==> config.mk <==
export PLATFORM = sky130hd
export DESIGN_NAME = dsi_packet_framer
export DESIGN_NICKNAME = d
export VERILOG_FILES = /design/src/rtl/core/dpf_pkg.sv /design/src/rtl/core/dpf_front.sv /design/src/rtl/core/dpf_job_queue.sv /design/src/rtl/core/dpf_back.sv /design/src/rtl/core/dsi_packet_framer.sv
export SDC_FILE = /design/constraint.sdc
export NUM_CORES = 1
export LEC_CHECK = 0
export BUFFER_PORTS_ARGS = -buffer_cell sky130_fd_sc_hd__buf_2
export CORE_MARGIN = 2
export CORE_UTILIZATION = 45
export CTS_CLUSTER_DIAMETER = 40
export DETAILED_ROUTE_END_ITERATION = 6
export GPL_TIMING_DRIVEN = 0
export SKIP_LAST_GASP = 1
export SLEW_MARGIN = 25
export SYNTH_ARGS = -nofsm -noshare
export SYNTH_HDL_FRONTEND = slang
export SYNTH_SLANG_ARGS = --single-unit
==> constraint.sdc <==
create_clock -name clock -period 14.1 [get_ports clock]
set_clock_uncertainty 0.1 [all_clocks]
set_input_delay 4.23 -clock clock [delete_from_list [all_inputs] [get_ports clock]]
set_output_delay 4.23 -clock clock [all_outputs]
set_load 0.03 [all_outputs]
==> src/rtl/core/dpf_pkg.sv <==
`timescale 1ns / 1ps
// ----------------------------------------------------------------------------
// DSI packet framer package
// Shared codes, constants and the job word passed from the front end to the
// back end of the framer.
// ----------------------------------------------------------------------------
package dpf_pkg;

   // Operation codes on the request channel.
   localparam logic [1:0] OP_SHORT   = 2'd0;
   localparam logic [1:0] OP_LONG    = 2'd1;
   localparam logic [1:0] OP_PAYLOAD = 2'd2;

   // Status codes carried on every response word.
   localparam logic [1:0] STATUS_OK     = 2'd0;
   localparam logic [1:0] STATUS_STRAY  = 2'd1;
   localparam logic [1:0] STATUS_REOPEN = 2'd2;

   // Configuration register indexes.
   localparam logic CSR_PAD_COUNT  = 1'b0;
   localparam logic CSR_CRC_ENABLE = 1'b1;

   // Reset values of the configuration registers.
   localparam logic [5:0] PAD_COUNT_RESET  = 6'd32;
   localparam logic       CRC_ENABLE_RESET = 1'b1;

   // Default padding limit.
   localparam int MAX_PAD_DEFAULT = 32;

   // Depth of the job queue between the front and back ends.
   localparam int QUEUE_DEPTH = 2;

   // Fixed bytes of the packet format.
   localparam logic [7:0]  START_BYTE   = 8'hB8;
   localparam logic [7:0]  TRAILER_ONES = 8'hFF;
   localparam logic [7:0]  TRAILER_ZERO = 8'h00;
   localparam logic [15:0] CRC_SEED     = 16'hFFFF;

   // Kind of work the back end has to do for one request word.
   typedef enum logic [1:0] {
      JOB_SHORT,
      JOB_LONG,
      JOB_PAYLOAD,
      JOB_STRAY
   } job_kind_type;

   // One job: everything the back end needs to serialize its bytes.
   typedef struct packed {
      job_kind_type kind;
      logic [1:0]   status;
      logic [7:0]   data_type;
      logic [15:0]  header_word;
      logic [5:0]   ecc;
      logic [7:0]   payload_byte;
      logic [15:0]  crc;
      logic         tail;
   } job_type;

   // Byte sequencer states of the back end.
   typedef enum logic [3:0] {
      ST_START,
      ST_DT,
      ST_LO,
      ST_HI,
      ST_ECC,
      ST_DATA,
      ST_CRC_LO,
      ST_CRC_HI,
      ST_TRAILER,
      ST_PAD,
      ST_STRAY
   } back_state_type;

endpackage

==> src/rtl/core/dpf_front.sv <==
`timescale 1ns / 1ps
// ----------------------------------------------------------------------------
// DSI packet framer front end
// Accepts request words, tracks the open long packet and its running CRC,
// computes the header ECC and turns each word into a job for the back end.
// ----------------------------------------------------------------------------
module dpf_front import dpf_pkg::*; (
   input  logic        clock,
   input  logic        reset,
   input  logic        accept,
   input  logic [1:0]  req_operation,
   input  logic [7:0]  req_data_type,
   input  logic [15:0] req_header_word,
   input  logic [7:0]  req_payload_byte,
   output logic        push,
   output job_type     job
);

   localparam logic [15:0] CRC_POLY = 16'h8408;
   localparam logic [23:0] ECC_MASKS [6] = '{
      24'hF12CB7, 24'hF2555B, 24'h749A6D, 24'hB8E38E, 24'hDF03F0, 24'hEFFC00
   };

   // Reflected CRC-16 over one byte, one bit per step.
   function automatic logic [15:0] crc_update(input logic [15:0] crc_in,
                                              input logic [7:0]  data);
      logic [15:0] c;
      c = crc_in ^ {8'h00, data};
      for (int i = 0; i < 8; i++) begin
         c = c[0] ? ((c >> 1) ^ CRC_POLY) : (c >> 1);
      end
      return c;
   endfunction

   logic [15:0] bytes_left_ff, bytes_left_in;
   logic [15:0] crc_ff, crc_in;
   logic [23:0] ecc_word;
   logic [5:0]  ecc;
   logic [1:0]  hdr_status;

   // Header ECC: each bit is the parity of the header under one mask.
   assign ecc_word = {req_header_word, req_data_type};
   always_comb begin
      for (int i = 0; i < 6; i++) begin
         ecc[i] = ^(ecc_word & ECC_MASKS[i]);
      end
   end

   assign hdr_status = (bytes_left_ff != 16'd0) ? STATUS_REOPEN : STATUS_OK;

   // Classify the word, build its job and update the packet state.
   always_comb begin
      bytes_left_in    = bytes_left_ff;
      crc_in           = crc_ff;
      push             = 1'b0;
      job.kind         = JOB_STRAY;
      job.status       = STATUS_OK;
      job.data_type    = req_data_type;
      job.header_word  = req_header_word;
      job.ecc          = ecc;
      job.payload_byte = req_payload_byte;
      job.crc          = crc_ff;
      job.tail         = 1'b0;
      if (accept) begin
         case (req_operation)
            OP_SHORT: begin
               push          = 1'b1;
               job.kind      = JOB_SHORT;
               job.status    = hdr_status;
               bytes_left_in = 16'd0;
            end
            OP_LONG: begin
               push          = 1'b1;
               job.kind      = JOB_LONG;
               job.status    = hdr_status;
               job.crc       = CRC_SEED;
               job.tail      = (req_header_word == 16'd0);
               crc_in        = CRC_SEED;
               bytes_left_in = req_header_word;
            end
            OP_PAYLOAD: begin
               push = 1'b1;
               if (bytes_left_ff == 16'd0) begin
                  job.kind   = JOB_STRAY;
                  job.status = STATUS_STRAY;
               end else begin
                  crc_in        = crc_update(crc_ff, req_payload_byte);
                  bytes_left_in = bytes_left_ff - 16'd1;
                  job.kind      = JOB_PAYLOAD;
                  job.crc       = crc_in;
                  job.tail      = (bytes_left_ff == 16'd1);
               end
            end
            default: begin
               push = 1'b0;
            end
         endcase
      end
   end

   // Packet state registers.
   always_ff @(posedge clock) begin
      if (reset) begin
         bytes_left_ff <= 16'd0;
         crc_ff        <= CRC_SEED;
      end else begin
         bytes_left_ff <= bytes_left_in;
         crc_ff        <= crc_in;
      end
   end

endmodule

==> src/rtl/core/dpf_job_queue.sv <==
`timescale 1ns / 1ps
// ----------------------------------------------------------------------------
// DSI packet framer job queue
// Short register queue that decouples the front end from the back end.
// ----------------------------------------------------------------------------
module dpf_job_queue import dpf_pkg::*; (
   input  logic    clock,
   input  logic    reset,
   input  logic    push,
   input  job_type push_job,
   input  logic    pop,
   output logic    full,
   output logic    not_empty,
   output job_type head_job
);

   localparam int PtrW = (QUEUE_DEPTH > 1) ? $clog2(QUEUE_DEPTH) : 1;
   localparam int CntW = $clog2(QUEUE_DEPTH + 1);
   localparam logic [CntW-1:0] DepthCount = CntW'(QUEUE_DEPTH);
   localparam logic [PtrW-1:0] LastPtr    = PtrW'(QUEUE_DEPTH - 1);

   job_type         entry_ff [QUEUE_DEPTH];
   logic [PtrW-1:0] wr_ptr_ff, wr_ptr_in;
   logic [PtrW-1:0] rd_ptr_ff, rd_ptr_in;
   logic [CntW-1:0] count_ff, count_in;
   logic            do_push, do_pop;

   assign full      = (count_ff == DepthCount);
   assign not_empty = (count_ff != '0);
   assign head_job  = entry_ff[rd_ptr_ff];
   assign do_push   = push && !full;
   assign do_pop    = pop && not_empty;

   // Pointer and fill count updates.
   always_comb begin
      wr_ptr_in = wr_ptr_ff;
      rd_ptr_in = rd_ptr_ff;
      count_in  = count_ff;
      if (do_push) begin
         wr_ptr_in = (wr_ptr_ff == LastPtr) ? '0 : wr_ptr_ff + 1'b1;
      end
      if (do_pop) begin
         rd_ptr_in = (rd_ptr_ff == LastPtr) ? '0 : rd_ptr_ff + 1'b1;
      end
      if (do_push && !do_pop) begin
         count_in = count_ff + 1'b1;
      end else if (do_pop && !do_push) begin
         count_in = count_ff - 1'b1;
      end
   end

   always_ff @(posedge clock) begin
      if (reset) begin
         wr_ptr_ff <= '0;
         rd_ptr_ff <= '0;
         count_ff  <= '0;
      end else begin
         wr_ptr_ff <= wr_ptr_in;
         rd_ptr_ff <= rd_ptr_in;
         count_ff  <= count_in;
      end
   end

   // Entry storage.
   always_ff @(posedge clock) begin
      if (do_push) begin
         entry_ff[wr_ptr_ff] <= push_job;
      end
   end

endmodule

==> src/rtl/core/dpf_back.sv <==
`timescale 1ns / 1ps
// ----------------------------------------------------------------------------
// DSI packet framer back end
// Byte sequencer that serializes one job at a time into the response
// register, one byte per unstalled cycle, with CRC tail, trailer and padding.
// ----------------------------------------------------------------------------
module dpf_back import dpf_pkg::*; #(
   parameter int MAX_PAD = MAX_PAD_DEFAULT
) (
   input  logic       clock,
   input  logic       reset,
   input  logic [5:0] pad_count,
   input  logic       crc_enable,
   input  logic       job_valid,
   input  job_type    head_job,
   output logic       job_pop,
   output logic       rsp_valid,
   input  logic       rsp_stall,
   output logic [7:0] rsp_out_byte,
   output logic       rsp_run_last,
   output logic [1:0] rsp_status
);

   localparam int PadW = $clog2(MAX_PAD + 2);
   localparam logic [PadW-1:0] PadOne = PadW'(1);

   back_state_type  state_ff, state_in;
   logic            active_ff, active_in;
   job_type         job_ff;
   logic [PadW-1:0] pad_cnt_ff, pad_cnt_in;
   logic [PadW-1:0] pads;
   logic            out_free, emit, last;
   logic [7:0]      byte_val;
   logic [7:0]      trailer;
   logic            take;
   logic            rsp_valid_ff;
   logic [7:0]      out_byte_ff;
   logic            run_last_ff;
   logic [1:0]      status_ff;

   // Padding length, saturated to the limit.
   always_comb begin
      if ({1'b0, pad_count} > 7'(MAX_PAD)) begin
         pads = PadW'(MAX_PAD);
      end else begin
         pads = PadW'(pad_count);
      end
   end

   // With CRC on, a long packet tail whose CRC top bit is set ends in a zero trailer.
   assign trailer = (job_ff.kind != JOB_SHORT && crc_enable && job_ff.crc[15])
                    ? TRAILER_ZERO : TRAILER_ONES;

   assign out_free = !rsp_valid_ff || !rsp_stall;
   assign emit     = active_ff && out_free;
   assign take     = job_valid && (!active_ff || (emit && last));
   assign job_pop  = take;

   // Byte selection and next state.
   always_comb begin
      byte_val   = 8'h00;
      last       = 1'b0;
      state_in   = state_ff;
      pad_cnt_in = pad_cnt_ff;
      case (state_ff)
         ST_START: begin
            byte_val = START_BYTE;
            state_in = ST_DT;
         end
         ST_DT: begin
            byte_val = job_ff.data_type;
            state_in = ST_LO;
         end
         ST_LO: begin
            byte_val = job_ff.header_word[7:0];
            state_in = ST_HI;
         end
         ST_HI: begin
            byte_val = job_ff.header_word[15:8];
            state_in = ST_ECC;
         end
         ST_ECC: begin
            byte_val = {2'b00, job_ff.ecc};
            if (job_ff.kind == JOB_SHORT) begin
               state_in = ST_TRAILER;
            end else if (job_ff.tail) begin
               state_in = ST_CRC_LO;
            end else begin
               last = 1'b1;
            end
         end
         ST_DATA: begin
            byte_val = job_ff.payload_byte;
            if (job_ff.tail) begin
               state_in = ST_CRC_LO;
            end else begin
               last = 1'b1;
            end
         end
         ST_CRC_LO: begin
            byte_val = crc_enable ? job_ff.crc[7:0] : 8'h00;
            state_in = ST_CRC_HI;
         end
         ST_CRC_HI: begin
            byte_val = crc_enable ? job_ff.crc[15:8] : 8'h00;
            state_in = ST_TRAILER;
         end
         ST_TRAILER: begin
            byte_val   = trailer;
            pad_cnt_in = pads;
            if (pads == '0) begin
               last = 1'b1;
            end else begin
               state_in = ST_PAD;
            end
         end
         ST_PAD: begin
            byte_val   = trailer;
            pad_cnt_in = pad_cnt_ff - PadOne;
            last       = (pad_cnt_ff == PadOne);
         end
         ST_STRAY: begin
            byte_val = 8'h00;
            last     = 1'b1;
         end
         default: begin
            byte_val = 8'h00;
            last     = 1'b1;
         end
      endcase

      active_in = active_ff;
      if (emit && last) begin
         active_in = 1'b0;
      end
      if (take) begin
         active_in = 1'b1;
         case (head_job.kind)
            JOB_SHORT:   state_in = ST_START;
            JOB_LONG:    state_in = ST_START;
            JOB_PAYLOAD: state_in = ST_DATA;
            JOB_STRAY:   state_in = ST_STRAY;
            default:     state_in = ST_STRAY;
         endcase
      end else if (!emit) begin
         state_in   = state_ff;
         pad_cnt_in = pad_cnt_ff;
      end
   end

   // Sequencer control state.
   always_ff @(posedge clock) begin
      if (reset) begin
         state_ff   <= ST_STRAY;
         active_ff  <= 1'b0;
         pad_cnt_ff <= '0;
      end else begin
         state_ff   <= state_in;
         active_ff  <= active_in;
         pad_cnt_ff <= pad_cnt_in;
      end
   end

   // Current job.
   always_ff @(posedge clock) begin
      if (take) begin
         job_ff <= head_job;
      end
   end

   // Response register.
   always_ff @(posedge clock) begin
      if (reset) begin
         rsp_valid_ff <= 1'b0;
      end else if (out_free) begin
         rsp_valid_ff <= emit;
      end
   end

   always_ff @(posedge clock) begin
      if (emit) begin
         out_byte_ff <= byte_val;
         run_last_ff <= last;
         status_ff   <= job_ff.status;
      end
   end

   assign rsp_valid    = rsp_valid_ff;
   assign rsp_out_byte = out_byte_ff;
   assign rsp_run_last = run_last_ff;
   assign rsp_status   = status_ff;

endmodule

==> src/rtl/core/dsi_packet_framer.sv <==
`timescale 1ns / 1ps
// ----------------------------------------------------------------------------
// DSI packet framer
// Builds DSI short and long packets with header ECC, payload CRC-16, trailer
// and padding, as a stream of bytes on the response channel.
// ----------------------------------------------------------------------------
// The framer takes one request word per cycle as long as its two-entry job
// queue has room, and sends one response word (one byte of the stream) per
// cycle unless rsp_stall holds it. A short packet gives 6 + pad bytes, a long
// header 5 bytes (8 + pad when the word count is zero), a payload byte 1 byte
// (4 + pad when it is the last one), a stray payload byte 1 byte; pad is
// pad_count limited to MAX_PAD. The byte sequencer in the back end sets the
// rate: request words that each give one byte stream through at one per cycle
// unless rsp_stall holds them; a header stalls requests once the queue is full.
// Operation 3 is accepted with no response. The user must write configuration
// only while the framer is idle (not enforced); the csr port never stalls.
module dsi_packet_framer import dpf_pkg::*; #(
   parameter int MAX_PAD = MAX_PAD_DEFAULT
) (
   input  logic        clock,
   input  logic        reset,
   input  logic        csr_valid,
   output logic        csr_ready,
   input  logic        csr_index,
   input  logic [5:0]  csr_wdata,
   input  logic        req_valid,
   output logic        req_stall,
   input  logic [1:0]  req_operation,
   input  logic [7:0]  req_data_type,
   input  logic [15:0] req_header_word,
   input  logic [7:0]  req_payload_byte,
   output logic        rsp_valid,
   input  logic        rsp_stall,
   output logic [7:0]  rsp_out_byte,
   output logic        rsp_run_last,
   output logic [1:0]  rsp_status
);

   logic [5:0] pad_count_ff;
   logic       crc_enable_ff;
   logic       q_full, q_not_empty, q_pop;
   logic       front_push;
   job_type    front_job, head_job;
   logic       accept;

   // Configuration registers.
   assign csr_ready = 1'b1;

   always_ff @(posedge clock) begin
      if (reset) begin
         pad_count_ff  <= PAD_COUNT_RESET;
         crc_enable_ff <= CRC_ENABLE_RESET;
      end else if (csr_valid) begin
         case (csr_index)
            CSR_PAD_COUNT:  pad_count_ff  <= csr_wdata;
            CSR_CRC_ENABLE: crc_enable_ff <= csr_wdata[0];
            default:        pad_count_ff  <= pad_count_ff;
         endcase
      end
   end

   // A word is taken whenever the job queue has room.
   assign req_stall = q_full;
   assign accept    = req_valid && !q_full;

   dpf_front u_front (
      .clock            (clock),
      .reset            (reset),
      .accept           (accept),
      .req_operation    (req_operation),
      .req_data_type    (req_data_type),
      .req_header_word  (req_header_word),
      .req_payload_byte (req_payload_byte),
      .push             (front_push),
      .job              (front_job)
   );

   dpf_job_queue u_queue (
      .clock     (clock),
      .reset     (reset),
      .push      (front_push),
      .push_job  (front_job),
      .pop       (q_pop),
      .full      (q_full),
      .not_empty (q_not_empty),
      .head_job  (head_job)
   );

   dpf_back #(
      .MAX_PAD (MAX_PAD)
   ) u_back (
      .clock        (clock),
      .reset        (reset),
      .pad_count    (pad_count_ff),
      .crc_enable   (crc_enable_ff),
      .job_valid    (q_not_empty),
      .head_job     (head_job),
      .job_pop      (q_pop),
      .rsp_valid    (rsp_valid),
      .rsp_stall    (rsp_stall),
      .rsp_out_byte (rsp_out_byte),
      .rsp_run_last (rsp_run_last),
      .rsp_status   (rsp_status)
   );

endmodule

# --- Yosys cells after proc, flatten, opt, wreduce, memory -nomap -nowiden ---
# Memory sizes are Yosys's and may differ from the RTL's. A register that Yosys moved wholly into a read port is not among the register bits.
# Index checks and enable logic that the tools add are counted.
classes:
  add_sub_neg: 6
  magnitude_cmp: 1
  eq_ne: 19
  mux: 51
  bitwise_logic: 10
  n_reduce_logical: 49
op_table:
  columns: ["operator", "n"]
  rows:
  - ["$mux 16", 10]
  - ["$reduce_xor 24->1", 6]
  - ["$pmux 8 s9", 1]
  - ["$pmux 16 s3", 1]
  - ["$pmux 4 s9", 1]
  - ["$mux 17", 2]
  - ["$pmux 17 s2", 1]
  - ["$logic_not 16->1", 2]
  - ["$pmux 16 s2", 1]
  - ["$mux 4", 6]
  - ["$mux 8", 3]
  - ["$not 2->3", 8]
  - ["$pmux 4 s3", 2]
  - ["$mux 6", 3]
  - ["$eq 16x1->1 const B", 1]
  - ["$eq 4x3->1 const B", 4]
  - ["$reduce_bool 16->1", 1]
  - ["$sub 16x1->16 const B", 1]
  - ["$xor 16x8->16", 1]
  - ["$mux 1", 15]
  - ["$pmux 6 s2", 1]
  - ["$reduce_bool 2->1", 6]
  - ["$logic_and 1x1->1", 10]
  - ["$reduce_bool 10->1", 1]
  - ["27 further kinds", 48]
totals:
  ff_bits: 125
  ram_bits: 118
  word_cells: 159
  memories: 1
mem_list:
  columns: ["memory", "depth", "word_bits", "read_ports", "rd_clocked_by_memory_dff", "write_ports", "line", "text"]
  rows:
  - ["u_queue.entry_ff", 2, 59, 1, 1, 1, "dpf_job_queue.sv:22", "job_type entry_ff [QUEUE_DEPTH];"]

# --- Depth between registers and ports, before layout ---
depth:
  depth_word: 20
  depth_mapped: 11
  depth_no_buf: 10

# --- Modules after synthesis ---
# Synthesis repeated with hierarchy kept, for this count alone.
hier_totals:
  cells_unflattened: 874
  hier_area_um2: 11393.4
modules_own_cells:
  columns: ["mod", "instances", "cells_per_inst", "area_per_inst_um2"]
  rows:
  - ["dpf_job_queue", 1, 209, 4513.1]
  - ["dpf_back", 1, 256, 3484.6]
  - ["dpf_front", 1, 377, 3075.4]
  - ["dsi_packet_framer", 1, 32, 320.3]

# --- Least setup slack after synthesis ---
# Ideal clock, no wire load.
synth_path:
  kind: "input to register"
  from: "in req_operation[0]"
  to: "mem u_queue.entry_ff[0][0] (netlist name), enable pin"
  setup_time_ns: 0.476
  t_arrival_ns: 7.287
  required_ns: 13.524
  setup_slack_ns: 6.237
  path_stages: 3
  path_buffers: 0
  path_cell_list: "ha_1 or3_1 nor2_1"
synth_via:
  elab_chain_cells: 7
  elab_cells_between_ends: 9
  classes_between: "2 x eq/ne; 4 x mux; 3 x reduce/logical"
synth_rtl:
  columns: ["item", "line", "text"]
  rows:
  - ["from (decl)", "dsi_packet_framer.sv:28", "input logic [1:0] req_operation,"]
  - ["$eq 2x1->1, or another cell as far along", "dpf_front.sv:65", "case (req_operation)"]
  - ["$reduce_or 3->1 (no line) (*)", null, null]
  - ["$mux 1 (*)", "dpf_front.sv:65", null]
  - ["$mux 1 (*)", "dpf_front.sv:64", "if (accept) begin"]
  - ["$logic_and 1x1->1 (*)", "dpf_job_queue.sv:31", "assign do_push = push && !full;"]
  - ["$mux 1 (*)", "dpf_job_queue.sv:66", "if (do_push) begin"]
  - ["$mux 1 (not written as such) (*)", "dpf_job_queue.sv:67", "entry_ff[wr_ptr_ff] <= push_job;"]
  - ["to (decl)", "dpf_job_queue.sv:22", null]
# Mark *: on every way between the ends. The rest lies on a longest branch, timed or not.

==> impl_metrics.tcl <==
set metrics [dict create \
    cts.clk_slew.worst_paths_ns 0.06 \
    grt_start_max_net_pins 62 \
    syn_nets 897 \
    wl_per_cell_um 19.6 \
    critPathArrivalTime_ns 6.22 \
    crit_chain "buf_2, inv_1, ha_1, clkbuf_1, nand4_2, o211ai_2, buf_2, a21oi_1, o21ai_0" \
    rr_worst_depth 9 \
    cap_violations 0 \
    synth_seq_cells 244 \
    synth-compound-area-share_pct 10.9 \
    cts_root_buf "clkbuf_16" \
    yosysSeqAreaShare_pct 61.8 \
    grt_pass1_wl_um 39600 \
    synth.area.mux_share_pct 7.82 \
    drt_first_pass_iters 5 \
    die_x_um 160 \
    antenna_found_initial 1 \
    fin_crit_ns 6.08 \
    ys_async_sr_fraction_pct 0 \
    yosysWarnings 0 \
    io_buffer_count 58 \
    crit_fanout 10 \
    area_growth_pct 18.1 \
    worstHoldStart "u_back.job_ff[56]" \
    cts_buffer_depth 3 \
    critPathCaptureType "flop" \
    vias_per_cell 5.40 \
    critPathLaunchType "primary input" \
    r2r-end "u_queue.entry_ff[0][14]" \
    antenna-diode-count 0 \
    postRouteAntennaNets 0 \
    start_util_pct 45.5 \
    slowest_stage "o211ai_2" \
    power_density_nw_per_um2 196 \
    fill_cells 2121 \
    outcome "complete, no violations" \
    syn_area_um2 11000 \
    period_share_pct 43.1 \
    finalWirelength_um 25200 \
    core-area_um2 24100 \
    cts_resized 0 \
    first_iter_violations 541 \
    h-tree-depth 2 \
    register_area_um2 6770 \
    timing.rr.start "u_front.bytes_left_ff[0]" \
    ys_types 76 \
    synthSimpleGateAreaFrac_pct 7.98 \
    fmax_ghz 0.165 \
    gp_congestion 0.911 \
    setup_tns_ns 0 \
    grt_usage_pct 20.1 \
    finalNetCount 997 \
    syn_area_per_cell_um2 13.1 \
    critPathMaxStageDelay_ns 0.41 \
    max_slew.worst_pin.slew_ns 0.889 \
    grt_overflow_total 0 \
    drive_gt1_share_pct 22.1 \
    crit_top_cell "buf_2" \
    syn_inst 834 \
    grt_setup_unrepaired "no" \
    yosys.area_share.xor_xnor_pct 6.87 \
    dp.cells 1220 \
    drc_errors 0 \
    multiInputGateArea_um2 3910 \
    slew_headroom_pct 40.2 \
    grt_pass1_vias 6752 \
    vdd_drop_max_mv 0.0965 \
    die_area_um2 25600 \
    postCtsHoldBufs 0 \
    p_leak_nw 4.53 \
    synth_ff_type "edfxtp_1" \
    min_to "u_back.rsp_status[1]" \
    clock_latency_ns 0.51 \
    slew_violations 0 \
    hold-path-cell-count 0 \
    die_y_um 160 \
    finalSetupViolations 0 \
    r2r_slack_ns 11.21 \
    synth_fa_ha_area_share_pct 1.94 \
    cts_buffers 36 \
    final_cells 1286 \
    synth-edff-count 188 \
    dpl.hpwl_um 17900 \
    io_pins 60 \
    post_cts_buffers 0 \
    critPathKind "primary input to flop" \
    finalHoldViolCount 0 \
    worstPathRequired_ns 14.25 \
    hp-class "flop to flop" \
    clkSinkCount 244 \
    cts_tree "done" \
    synth_top_family_by_area "compound AO/OA/AOI/OAI gates" \
    vias 6940 \
    num_rows 57 \
]
[sequential cells by signal (all words and copies together), names as in the netlist, 4 cells and up, named ones only]
register,count
pad_count_ff,6
u_back.job_ff,59
u_back.pad_cnt_ff,6
u_back.rsp_out_byte,8
u_back.state_ff,4
u_front.bytes_left_ff,16
u_front.crc_ff,16
u_queue.entry_ff,118
[how the worst max path moves through the flow]
stage                      from                      end  slack, ns
6_report       req_operation[0]  u_queue.entry_ff[0][14]       8.02
5_1_grt        req_operation[0]  u_queue.entry_ff[0][14]       7.83
4_1_cts        req_operation[0]  u_queue.entry_ff[0][14]       8.02
3_5_place_dp   req_operation[0]  u_queue.entry_ff[0][14]       7.51
3_3_place_gp   req_operation[0]  u_queue.entry_ff[0][55]       4.38
2_1_floorplan  req_operation[0]   u_queue.entry_ff[0][0]       6.24
[worst max-delay path, delay by kind of cell]
family	cells	cell delay [ns]
adders and majority gates	1	0.14
AOI/OAI and AO/OA	3	0.71
buffers and inverters	4	0.82
and+or+nand+nor	1	0.31
[metrics by stage]
step                hold slack, ns  power [mW]  worst slack, ns  util [%]  instance area (um2)
finish                       0.316        2.54             8.02      53.7                12900
global placement             0.302        1.68             4.38      48.3                11700
floorplan                    0.300        1.50             6.24         -                11000
detailed placement           0.306        1.70             7.51      48.8                11800
CTS                          0.319        2.56             8.02      53.7                12900
global route                 0.329        2.66             7.83      53.7                12900
[layout make-up]
| class | count | share of cell area (%) |
|---|---|---|
| repair buffers | 62 | 3.04 |
| multi-input cells | 517 | 30.2 |
| clock buffers | 40 | 7.32 |
| well taps | 324 | 3.13 |
| flip-flops and latches | 244 | 52.3 |
| clock inverters | 26 | 1.74 |
| plain buffers | 37 | 1.22 |
| inverters | 36 | 1.06 |
[cells in the final DEF, fill, tap and decap left out, drive strengths merged, types with 4 or more instances in the layout]
cell type and count:
nor2b 7, mux2i 14, o221ai 4, a21oi 39
a22o 4, ha 17, nor4 7, nor2 40
o2bb2ai 9, a21o 7, o22ai 12, o31ai 4
a22oi 19, dfxtp 56, edfxtp 188, or4 5
nor3 11, or3 6, xor2 15, mux2 63
inv 44, or2 6, clkinv 15, nand2b 23
nand4 7, o211ai 4, and3 4, xnor2 71
buf 70, nand3 9, nand2 28, a221oi 7
o21ai 35, clkbuf 69
[routing by layer]
layer,vias up,global-route usage (%),wire length (um)
li1,3339,-,-
met1,3363,29.7,11900
met2,193,30.5,11400
met3,45,3.22,1310
met4,0,6.43,610
met5,-,0,0
[where the power goes]
group          switching, mW  internal, mW
registers             0.0705          1.01
logic                  0.372         0.236
clock network          0.336         0.516
[cells by family (layout without fill, tap and decap cells)]
kind of cell,Yosys count,count (layout)
flops,244,244
compound gates,175,175
simple gates,161,161
xor+xnor,86,86
mux,77,77
buf+inv,73,201
fa+ha+maj,17,17
other cells,1,1
[Yosys cell counts (all sizes together), types with 3 or more instances]
cell     number  area [um2]
a21o          7        52.6
a21oi        39         195
a221oi        7        61.3
a22o          4        35.0
a22oi        19         143
a31oi         3        18.8
and3          4        25.0
buf           8        47.5
clkbuf       29         110
dfxtp        56        1120
edfxtp      188        5650
ha           17         213
inv          34         128
mux2         63         717
mux2i        14         140
nand2        28         105
nand2b       23         144
nand3         9        45.0
nand4         7        50.1
nor2         40         153
nor2b         7        43.8
nor3         11        55.1
nor4          7        73.8
o211ai        4        35.0
o21ai        35         179
o221ai        4        35.0
o22ai        12        75.1
o2bb2ai       9        78.8
o31ai         4        30.0
or2           6        37.5
or3           6        37.5
or4           5        37.5
xnor2        71         622
xor2         15         131
No activity file was read; power rests on OpenSTA's default activity.
